### src/design/cbpa_pkg.sv
// Package for the contiguous block pool allocator.
// Holds pool sizing, beat payload types, codes and the index wrap helper.
// No dependencies.
`default_nettype none

package cbpa_pkg;

	localparam int NUM_BLOCKS = 64;
	localparam int IDXW       = $clog2(NUM_BLOCKS);
	localparam int CNTW       = $clog2(NUM_BLOCKS + 1);
	localparam int LENW       = (CNTW > 7) ? CNTW : 7;

	typedef logic [IDXW-1:0] idx_t;
	typedef logic [CNTW-1:0] cnt_t;
	typedef logic [LENW-1:0] len_t;

	localparam logic OP_ALLOC = 1'b0;
	localparam logic OP_FREE  = 1'b1;

	localparam logic [1:0] ST_OK      = 2'd0;
	localparam logic [1:0] ST_NOFIT   = 2'd1;
	localparam logic [1:0] ST_BADFREE = 2'd2;

	localparam cnt_t CNT_ONE  = cnt_t'(1);
	localparam idx_t IDX_LAST = idx_t'(NUM_BLOCKS - 1);

	typedef struct packed {
		logic       operation;
		logic [6:0] block_count;
		logic [5:0] start_block;
	} req_t;

	typedef struct packed {
		logic [1:0] status;
		logic [5:0] granted_block;
		logic [6:0] blocks_free;
	} rsp_t;

	typedef struct packed {
		logic en;
		idx_t addr;
		cnt_t data;
	} len_wr_t;

	function automatic idx_t wrap_inc(input idx_t i);
		return (i == IDX_LAST) ? '0 : i + idx_t'(1);
	endfunction

endpackage

`default_nettype wire

### src/design/cbpa_len_ram.sv
// Run length memory: one entry per block, length of the run starting there.
// One write port, one registered read port. Depends on cbpa_pkg.
`default_nettype none

module cbpa_len_ram
	import cbpa_pkg::*;
(
	input  wire logic    clk,
	input  wire len_wr_t wr,
	input  wire idx_t    raddr,
	output logic         [CNTW-1:0] rdata
);

	cnt_t mem [NUM_BLOCKS];

	always_ff @(posedge clk) begin
		if (wr.en) begin
			mem[wr.addr] <= wr.data;
		end
		rdata <= mem[raddr];
	end

endmodule

`default_nettype wire

### src/design/cbpa_ctrl.sv
// Sequencer of the allocator: free map, run start flags, rover and free count,
// stepped one block per cycle through a shared index/count unit. Depends on cbpa_pkg.
`default_nettype none

module cbpa_ctrl
	import cbpa_pkg::*;
(
	input  wire logic  clk,
	input  wire logic  arst_n,
	input  wire logic  start,
	input  wire req_t  request,
	output logic       busy,
	output logic       done,
	output rsp_t       result,
	output len_wr_t    len_wr,
	output idx_t       len_raddr,
	input  wire cnt_t  len_rdata
);

	localparam logic [2:0] S_IDLE      = 3'd0;
	localparam logic [2:0] S_SCAN      = 3'd1;
	localparam logic [2:0] S_MARK      = 3'd2;
	localparam logic [2:0] S_ROVER     = 3'd3;
	localparam logic [2:0] S_FREE_RD   = 3'd4;
	localparam logic [2:0] S_FREE_LOOP = 3'd5;
	localparam logic [2:0] S_REPLY     = 3'd6;

	logic [2:0]            state_q, state_d;
	logic [NUM_BLOCKS-1:0] free_map_q, free_map_d;
	logic [NUM_BLOCKS-1:0] start_q, start_d;
	idx_t                  rover_q, rover_d;
	cnt_t                  free_total_q, free_total_d;

	idx_t       idx_q, idx_d;
	idx_t       first_q, first_d;
	cnt_t       k_q, k_d;
	cnt_t       len_q, len_d;
	cnt_t       cnt_q, cnt_d;
	logic [1:0] status_q, status_d;
	logic [5:0] granted_q, granted_d;

	cnt_t lenb;
	cnt_t lenn;
	len_t cnt_in;
	len_t s_in;
	idx_t s_idx;

	always_comb begin
		state_d      = state_q;
		free_map_d   = free_map_q;
		start_d      = start_q;
		rover_d      = rover_q;
		free_total_d = free_total_q;
		idx_d        = idx_q;
		first_d      = first_q;
		k_d          = k_q;
		len_d        = len_q;
		cnt_d        = cnt_q;
		status_d     = status_q;
		granted_d    = granted_q;
		len_wr       = '0;
		done         = 1'b0;

		cnt_in    = len_t'(request.block_count);
		s_in      = len_t'(request.start_block);
		s_idx     = idx_t'(request.start_block);
		len_raddr = s_idx;
		lenb      = (idx_q == '0) ? '0 : len_q;
		lenn      = lenb + CNT_ONE;

		unique case (state_q)
			S_IDLE: begin
				if (start) begin
					cnt_d     = cnt_t'(request.block_count);
					granted_d = '0;
					status_d  = ST_OK;
					k_d       = '0;
					if (request.operation == OP_ALLOC) begin
						if (cnt_in == '0 || cnt_in > len_t'(free_total_q)) begin
							status_d = ST_NOFIT;
							state_d  = S_REPLY;
						end else begin
							idx_d   = rover_q;
							len_d   = '0;
							state_d = S_SCAN;
						end
					end else begin
						priority if (s_in >= len_t'(NUM_BLOCKS)) begin
							status_d = ST_BADFREE;
							state_d  = S_REPLY;
						end else if (free_map_q[s_idx] || !start_q[s_idx]) begin
							status_d = ST_BADFREE;
							state_d  = S_REPLY;
						end else begin
							idx_d   = s_idx;
							state_d = S_FREE_RD;
						end
					end
				end
			end
			S_SCAN: begin
				idx_d = wrap_inc(idx_q);
				k_d   = k_q + CNT_ONE;
				if (free_map_q[idx_q]) begin
					len_d = lenn;
					if (lenb == '0) begin
						first_d = idx_q;
					end
				end else begin
					len_d = '0;
				end
				if (free_map_q[idx_q] && lenn == cnt_q) begin
					idx_d   = (lenb == '0) ? idx_q : first_q;
					k_d     = '0;
					state_d = S_MARK;
				end else if (k_q == cnt_t'(NUM_BLOCKS - 1)) begin
					status_d = ST_NOFIT;
					state_d  = S_REPLY;
				end
			end
			S_MARK: begin
				free_map_d[idx_q] = 1'b0;
				free_total_d      = free_total_q - CNT_ONE;
				k_d               = k_q + CNT_ONE;
				idx_d             = wrap_inc(idx_q);
				if (k_q + CNT_ONE == cnt_q) begin
					len_wr.en        = 1'b1;
					len_wr.addr      = first_q;
					len_wr.data      = cnt_q;
					start_d[first_q] = 1'b1;
					granted_d        = 6'(first_q);
					if (free_total_q == CNT_ONE) begin
						rover_d = '0;
						state_d = S_REPLY;
					end else begin
						state_d = S_ROVER;
					end
				end
			end
			S_ROVER: begin
				if (free_map_q[idx_q]) begin
					rover_d = idx_q;
					state_d = S_REPLY;
				end else begin
					idx_d = wrap_inc(idx_q);
				end
			end
			S_FREE_RD: begin
				len_d          = len_rdata;
				start_d[idx_q] = 1'b0;
				if (free_total_q == '0 || idx_q < rover_q) begin
					rover_d = idx_q;
				end
				state_d = S_FREE_LOOP;
			end
			S_FREE_LOOP: begin
				free_map_d[idx_q] = 1'b1;
				free_total_d      = free_total_q + CNT_ONE;
				k_d               = k_q + CNT_ONE;
				idx_d             = wrap_inc(idx_q);
				if (k_q + CNT_ONE == len_q || idx_q == IDX_LAST) begin
					state_d = S_REPLY;
				end
			end
			S_REPLY: begin
				done    = 1'b1;
				state_d = S_IDLE;
			end
			default: begin
				state_d = S_IDLE;
			end
		endcase
	end

	assign busy                 = (state_q != S_IDLE);
	assign result.status        = status_q;
	assign result.granted_block = granted_q;
	assign result.blocks_free   = 7'(free_total_q);

	always_ff @(posedge clk or negedge arst_n) begin
		if (!arst_n) begin
			state_q      <= S_IDLE;
			free_map_q   <= '1;
			start_q      <= '0;
			rover_q      <= '0;
			free_total_q <= cnt_t'(NUM_BLOCKS);
		end else begin
			state_q      <= state_d;
			free_map_q   <= free_map_d;
			start_q      <= start_d;
			rover_q      <= rover_d;
			free_total_q <= free_total_d;
		end
	end

	always_ff @(posedge clk) begin
		idx_q     <= idx_d;
		first_q   <= first_d;
		k_q       <= k_d;
		len_q     <= len_d;
		cnt_q     <= cnt_d;
		status_q  <= status_d;
		granted_q <= granted_d;
	end

endmodule

`default_nettype wire

### src/design/contiguous_block_pool_allocator.sv
// Top level of the contiguous block pool allocator: sequencer, run length memory
// and result register. Depends on cbpa_pkg, cbpa_ctrl, cbpa_len_ram.
//
//   channel  | handshake          | payload
//   ---------+--------------------+------------------
//   command  | start, busy        | request (req_t)
//   result   | done (one cycle)   | result  (rsp_t)
//
// Steps from accept to result: an allocation scans from the rover, at most the
// whole pool, then marks the found run, then steps the rover on to a free block
// (not when the pool runs out); one block per cycle. A free reads the run length,
// then frees the run. A command refused at accept goes straight to the result; an
// allocation with no fitting run scans the whole pool first.
// Reset sets all blocks free at once; a command is taken on the first idle cycle.
// Results are not stalled; busy drops in the result cycle, so the next command
// can be taken at the edge that takes the result.
`default_nettype none

module contiguous_block_pool_allocator
	import cbpa_pkg::*;
(
	input  wire logic clk,
	input  wire logic arst_n,
	input  wire logic start,
	input  wire req_t request,
	output logic      busy,
	output logic      done,
	output rsp_t      result
);

	len_wr_t len_wr;
	idx_t    len_raddr;
	cnt_t    len_rdata;
	logic    ctrl_done;
	rsp_t    ctrl_result;

	cbpa_ctrl u_ctrl (
		.clk       (clk),
		.arst_n    (arst_n),
		.start     (start),
		.request   (request),
		.busy      (busy),
		.done      (ctrl_done),
		.result    (ctrl_result),
		.len_wr    (len_wr),
		.len_raddr (len_raddr),
		.len_rdata (len_rdata)
	);

	cbpa_len_ram u_len_ram (
		.clk   (clk),
		.wr    (len_wr),
		.raddr (len_raddr),
		.rdata (len_rdata)
	);

	always_ff @(posedge clk or negedge arst_n) begin
		if (!arst_n) begin
			done <= 1'b0;
		end else begin
			done <= ctrl_done;
		end
	end

	always_ff @(posedge clk) begin
		if (ctrl_done) begin
			result <= ctrl_result;
		end
	end

endmodule

`default_nettype wire

### config.mk
export PLATFORM = sky130hd
export DESIGN_NAME = contiguous_block_pool_allocator
export DESIGN_NICKNAME = d
export VERILOG_FILES = /design/src/design/cbpa_pkg.sv /design/src/design/cbpa_len_ram.sv /design/src/design/cbpa_ctrl.sv /design/src/design/contiguous_block_pool_allocator.sv
export SDC_FILE = /design/constraint.sdc
export NUM_CORES = 1
export LEC_CHECK = 0
export BUFFER_PORTS_ARGS = -buffer_cell sky130_fd_sc_hd__buf_2
export CAP_MARGIN = 20
export CORE_ASPECT_RATIO = 2
export CORE_MARGIN = 3
export CORE_UTILIZATION = 63
export CTS_CLUSTER_SIZE = 24
export DETAILED_ROUTE_END_ITERATION = 8
export GPL_ROUTABILITY_DRIVEN = 1
export PLACE_DENSITY = 0.82
export SLEW_MARGIN = 15
export SYNTH_ARGS = -nofsm -noshare
export SYNTH_HDL_FRONTEND = slang
export SYNTH_SLANG_ARGS = --single-unit
### constraint.sdc
create_clock -name clk -period 6.1 [get_ports clk]
set_input_delay 1.22 -clock clk [delete_from_list [all_inputs] [get_ports clk]]
set_output_delay 1.22 -clock clk [all_outputs]
set_load 0.005 [all_outputs]
==> results.py <==
metrics = {
    "critical_path": {
        "critPathSlowestCell": "nor3_1",
        "start_kind": "flip-flop",
        "critPathMaxFanout": 19,
        "arrival_ns": 5.52,
        "crit_chain": "nor3_2 -> nand3_1 -> nand2_1 -> inv_1 -> ha_1 -> xor2_1 -> a31o_2 -> a211oi_1 -> nand3_1 -> a211oi_1 -> nand2_1 -> nor3_1 -> a211oi_1",
        "crit_required_ns": 6.40,
        "cpMostUsedCell": "a211oi_1",
        "crit_type": "flip-flop to flip-flop",
        "critPathCaptureType": "flip-flop",
        "slowest_delay_ns": 0.80,
    },
    "die": {
        "core-area_um2": 44460,
        "dieArea_um2": 48110,
        "ios": 34,
        "die_w_um": 156.6,
        "initial_core_util_pct": 64.28,
        "rows": 109,
        "die_y_um": 307.2,
    },
    "clock_network": {
        "post-cts-setup-buffers": 0,
        "cts_resized": 0,
        "postCtsHoldBufs": 0,
        "clk_path_buf_depth": 3,
        "root_buffer": "clkbuf_16",
        "cts.htree.levels": 2,
        "numCtsBuffers": 51,
        "cts_tree": "done",
        "cts.clk_slew.worst_paths_ns": 0.08,
        "clock-sinks": 656,
        "clk_latency_ns": 0.60,
    },
    "placement": {
        "place.gp.congestion": 0.9792,
        "port_buffers": 33,
        "dp_hpwl_mm": 50.71,
        "dpl_worst_slack_ns": 1.141,
    },
    "grt": {
        "antenna_found_initial": 3,
        "grt_pass1_vias": 18141,
        "grt_overflow": 0,
        "grt_pass1_wl_mm": 116.1,
        "grt_usage_pct": 33.04,
        "grt_max_degree": 98,
    },
    "timing": {
        "tightest_slew_ns": 1.215,
        "maxSlewViolCount": 0,
        "finalCriticalPeriod_ns": 5.222,
        "timing.final.crit_share_pct": 85.60,
        "setup_violations": 0,
        "finalClockSkew_ns": 0.02299,
        "finalHoldViolCount": 0,
        "relSlewSlack_pct": 18.73,
        "layout_setup_ws_ns": 0.8782,
        "rsz0062_at_grt": "no",
        "setup-tns-final_ns": 0,
        "fmax_ghz": 0.1915,
    },
    "detailed_routing": {
        "wire_per_inst_um": 31.59,
        "wl_mm": 78.10,
        "via_count": 17838,
        "drt_iter0_drc": 2508,
        "drc": 0,
        "ant_nets": 0,
        "vias_per_cell": 7.216,
        "dr.pass1.iters": 7,
    },
    "logic_synthesis": {
        "ys_types": 80,
        "yosys_register_bits": 656,
        "synth_cells": 1873,
        "ys.warnings.count": 0,
        "ys.flop_type": "edfxtp_1",
        "ys_seq_area_share_pct": 66.42,
        "syn-cell-area_um2": 28580,
        "synthArstFlopShare_pct": 22.10,
        "synth_nets": 1911,
        "avgSynthCellArea_um2": 15.26,
        "synth_edf_count": 504,
    },
    "hold_path": {
        "hold_class": "flip-flop to flip-flop",
    },
    "outcome": {
        "status": "complete, no violations",
    },
    "run": {
        "cap_violations": 0,
    },
    "power": {
        "fin_total_pwr_uw": 10760,
        "leakage_uw": 0.009313,
        "p_per_area_nw_per_um2": 345.3,
        "vdd_ir_drop_max_mv": 0.2831,
    },
    "cells_and_area": {
        "nets": 1912,
        "drive_gt1_share_pct": 21.76,
        "area_growth_pct": 9.049,
    },
}
## metal layers
metal  global-route usage [%]  vias to the layer above  routed length (um)
met2                    55.67                     1218               39830
met3                    5.555                      371                6306
met1                    38.12                     8924               24840
met4                    23.31                        4                7089
li1                         -                     7321                   -
met5                        0                        -                  27
## kinds of logic after synthesis
logic type	synth area share, %
DFF	66.42
and+or+nand+nor	7.420
AOI/OAI and AO/OA	8.896
muxes	12.77
buffers and inverters	2.285
xor gates and xnor gates	1.291
adders and majority gates	0.9193
## power breakdown
group | total, uW | switching (uW) | internal (uW)
clock | 3650 | 1570 | 2080
sequential | 5240 | 209 | 5030
combinational | 1870 | 1240 | 634
total | 10800 | 3020 | 7750
## cells in the mapped netlist, types with 8 or more instances
master,instances,area share [%]
a211oi_1,9,0.24
a21oi_1,22,0.39
a221oi_1,22,0.67
a22o_1,11,0.34
a32oi_1,8,0.25
and2_1,16,0.35
buf_1,25,0.33
buf_2,11,0.19
clkbuf_1,85,1.1
dfrtp_1,80,7.0
dfstp_2,65,6.0
edfxtp_1,504,53
ha_1,21,0.92
inv_1,34,0.45
mux2_2,8,0.32
mux2i_1,18,0.63
mux4_2,150,12
nand2_1,107,1.4
nand2b_1,19,0.42
nand3_1,28,0.49
nand4_1,8,0.18
nor2_1,111,1.5
nor2_4,9,0.35
nor2b_1,25,0.55
nor3_1,28,0.49
nor3b_1,8,0.21
o211ai_1,10,0.26
o21ai_0,226,4.0
o22a_1,26,0.80
o31ai_1,8,0.21
xnor2_1,15,0.46
xor2_1,14,0.43
## final timing paths
path	depth (start not counted)	start	to	slack, ns
hold / removal	0	u_ctrl.status_q[0]	result[13]	0.43
max in group asynchronous	2	arst_n	u_ctrl.start_q[59]	4.20
hold reg to reg	0	u_ctrl.status_q[0]	result[13]	0.43
setup reg to reg	13	u_ctrl.idx_q[3]	u_ctrl.k_q[6]	0.88
setup / recovery	13	u_ctrl.idx_q[3]	u_ctrl.k_q[6]	0.88
min in group asynchronous	1	arst_n	u_ctrl.free_total_q[3]	0.69
## state kept, by name, indices dropped and copies added (netlist names), named ones only
name / flops
u_ctrl.first_q: 6
u_ctrl.cnt_q: 7
result: 15
u_ctrl.k_q: 7
u_ctrl.idx_q: 6
u_ctrl.status_q: 2
u_ctrl.free_total_q: 7
done: 1
u_len_ram.rdata: 7
u_len_ram.mem: 448
u_ctrl.len_q: 7
u_ctrl.granted_q: 6
u_ctrl.start_q: 64
u_ctrl.rover_q: 6
u_ctrl.state_q: 3
## per-stage QoR
stage | utilization [%] | instances | instance area [um2] | hold WS (ns)
after floorplan | - | 1873 | 28580 | 0.4003
after global placement | 65.92 | 2376 | 29310 | 0.4086
after detailed placement | 65.92 | 2376 | 29310 | 0.4127
after CTS | 70.07 | 2471 | 31150 | 0.4270
after global routing | 70.10 | 2471 | 31160 | 0.4294
final | 70.10 | 2472 | 31170 | 0.4270
## layout make-up
class / instances / area [um2]
clock buffers: 70 / 1463
repair buffers: 73 / 495.5
flip-flops and latches: 656 / 18980
multi-input cells: 1053 / 8999
well taps: 555 / 694.4
inverters: 39 / 146.4
clock inverters: 25 / 382.9
diodes: 1 / 2.502
fillers: 2690 / 13290
## layout by cell type (no fill, tap or decap), types with 19 or more instances in the layout
| master | netlist | layout |
|---|---|---|
| edfxtp_1 | 504 | 504 |
| o21ai_0 | 226 | 226 |
| mux4_2 | 150 | 150 |
| nor2_1 | 111 | 111 |
| nand2_1 | 107 | 104 |
| dfrtp_1 | 80 | 80 |
| dfstp_2 | 65 | 65 |
| clkbuf_16 | 0 | 54 |
| buf_4 | 0 | 40 |
| inv_1 | 34 | 34 |
| buf_2 | 11 | 30 |
| nand3_1 | 28 | 28 |
| o22a_1 | 26 | 26 |
| nor2b_1 | 25 | 25 |
| nor3_1 | 28 | 23 |
| a21oi_1 | 22 | 22 |
| a221oi_1 | 22 | 22 |
| ha_1 | 21 | 21 |
| nand2b_1 | 19 | 19 |
## critical path, delay by kind of cell, from the launching register on
| kind | cells | cell delay (ns) |
|---|---|---|
| compound gates | 4 | 1.01 |
| xor+xnor | 1 | 0.18 |
| fa+ha+maj | 1 | 0.32 |
| buf+inv | 1 | 0.06 |
| flops | 1 | 0.64 |
| simple gates | 6 | 2.69 |
Note: power is estimated with default switching activity, not from simulation.
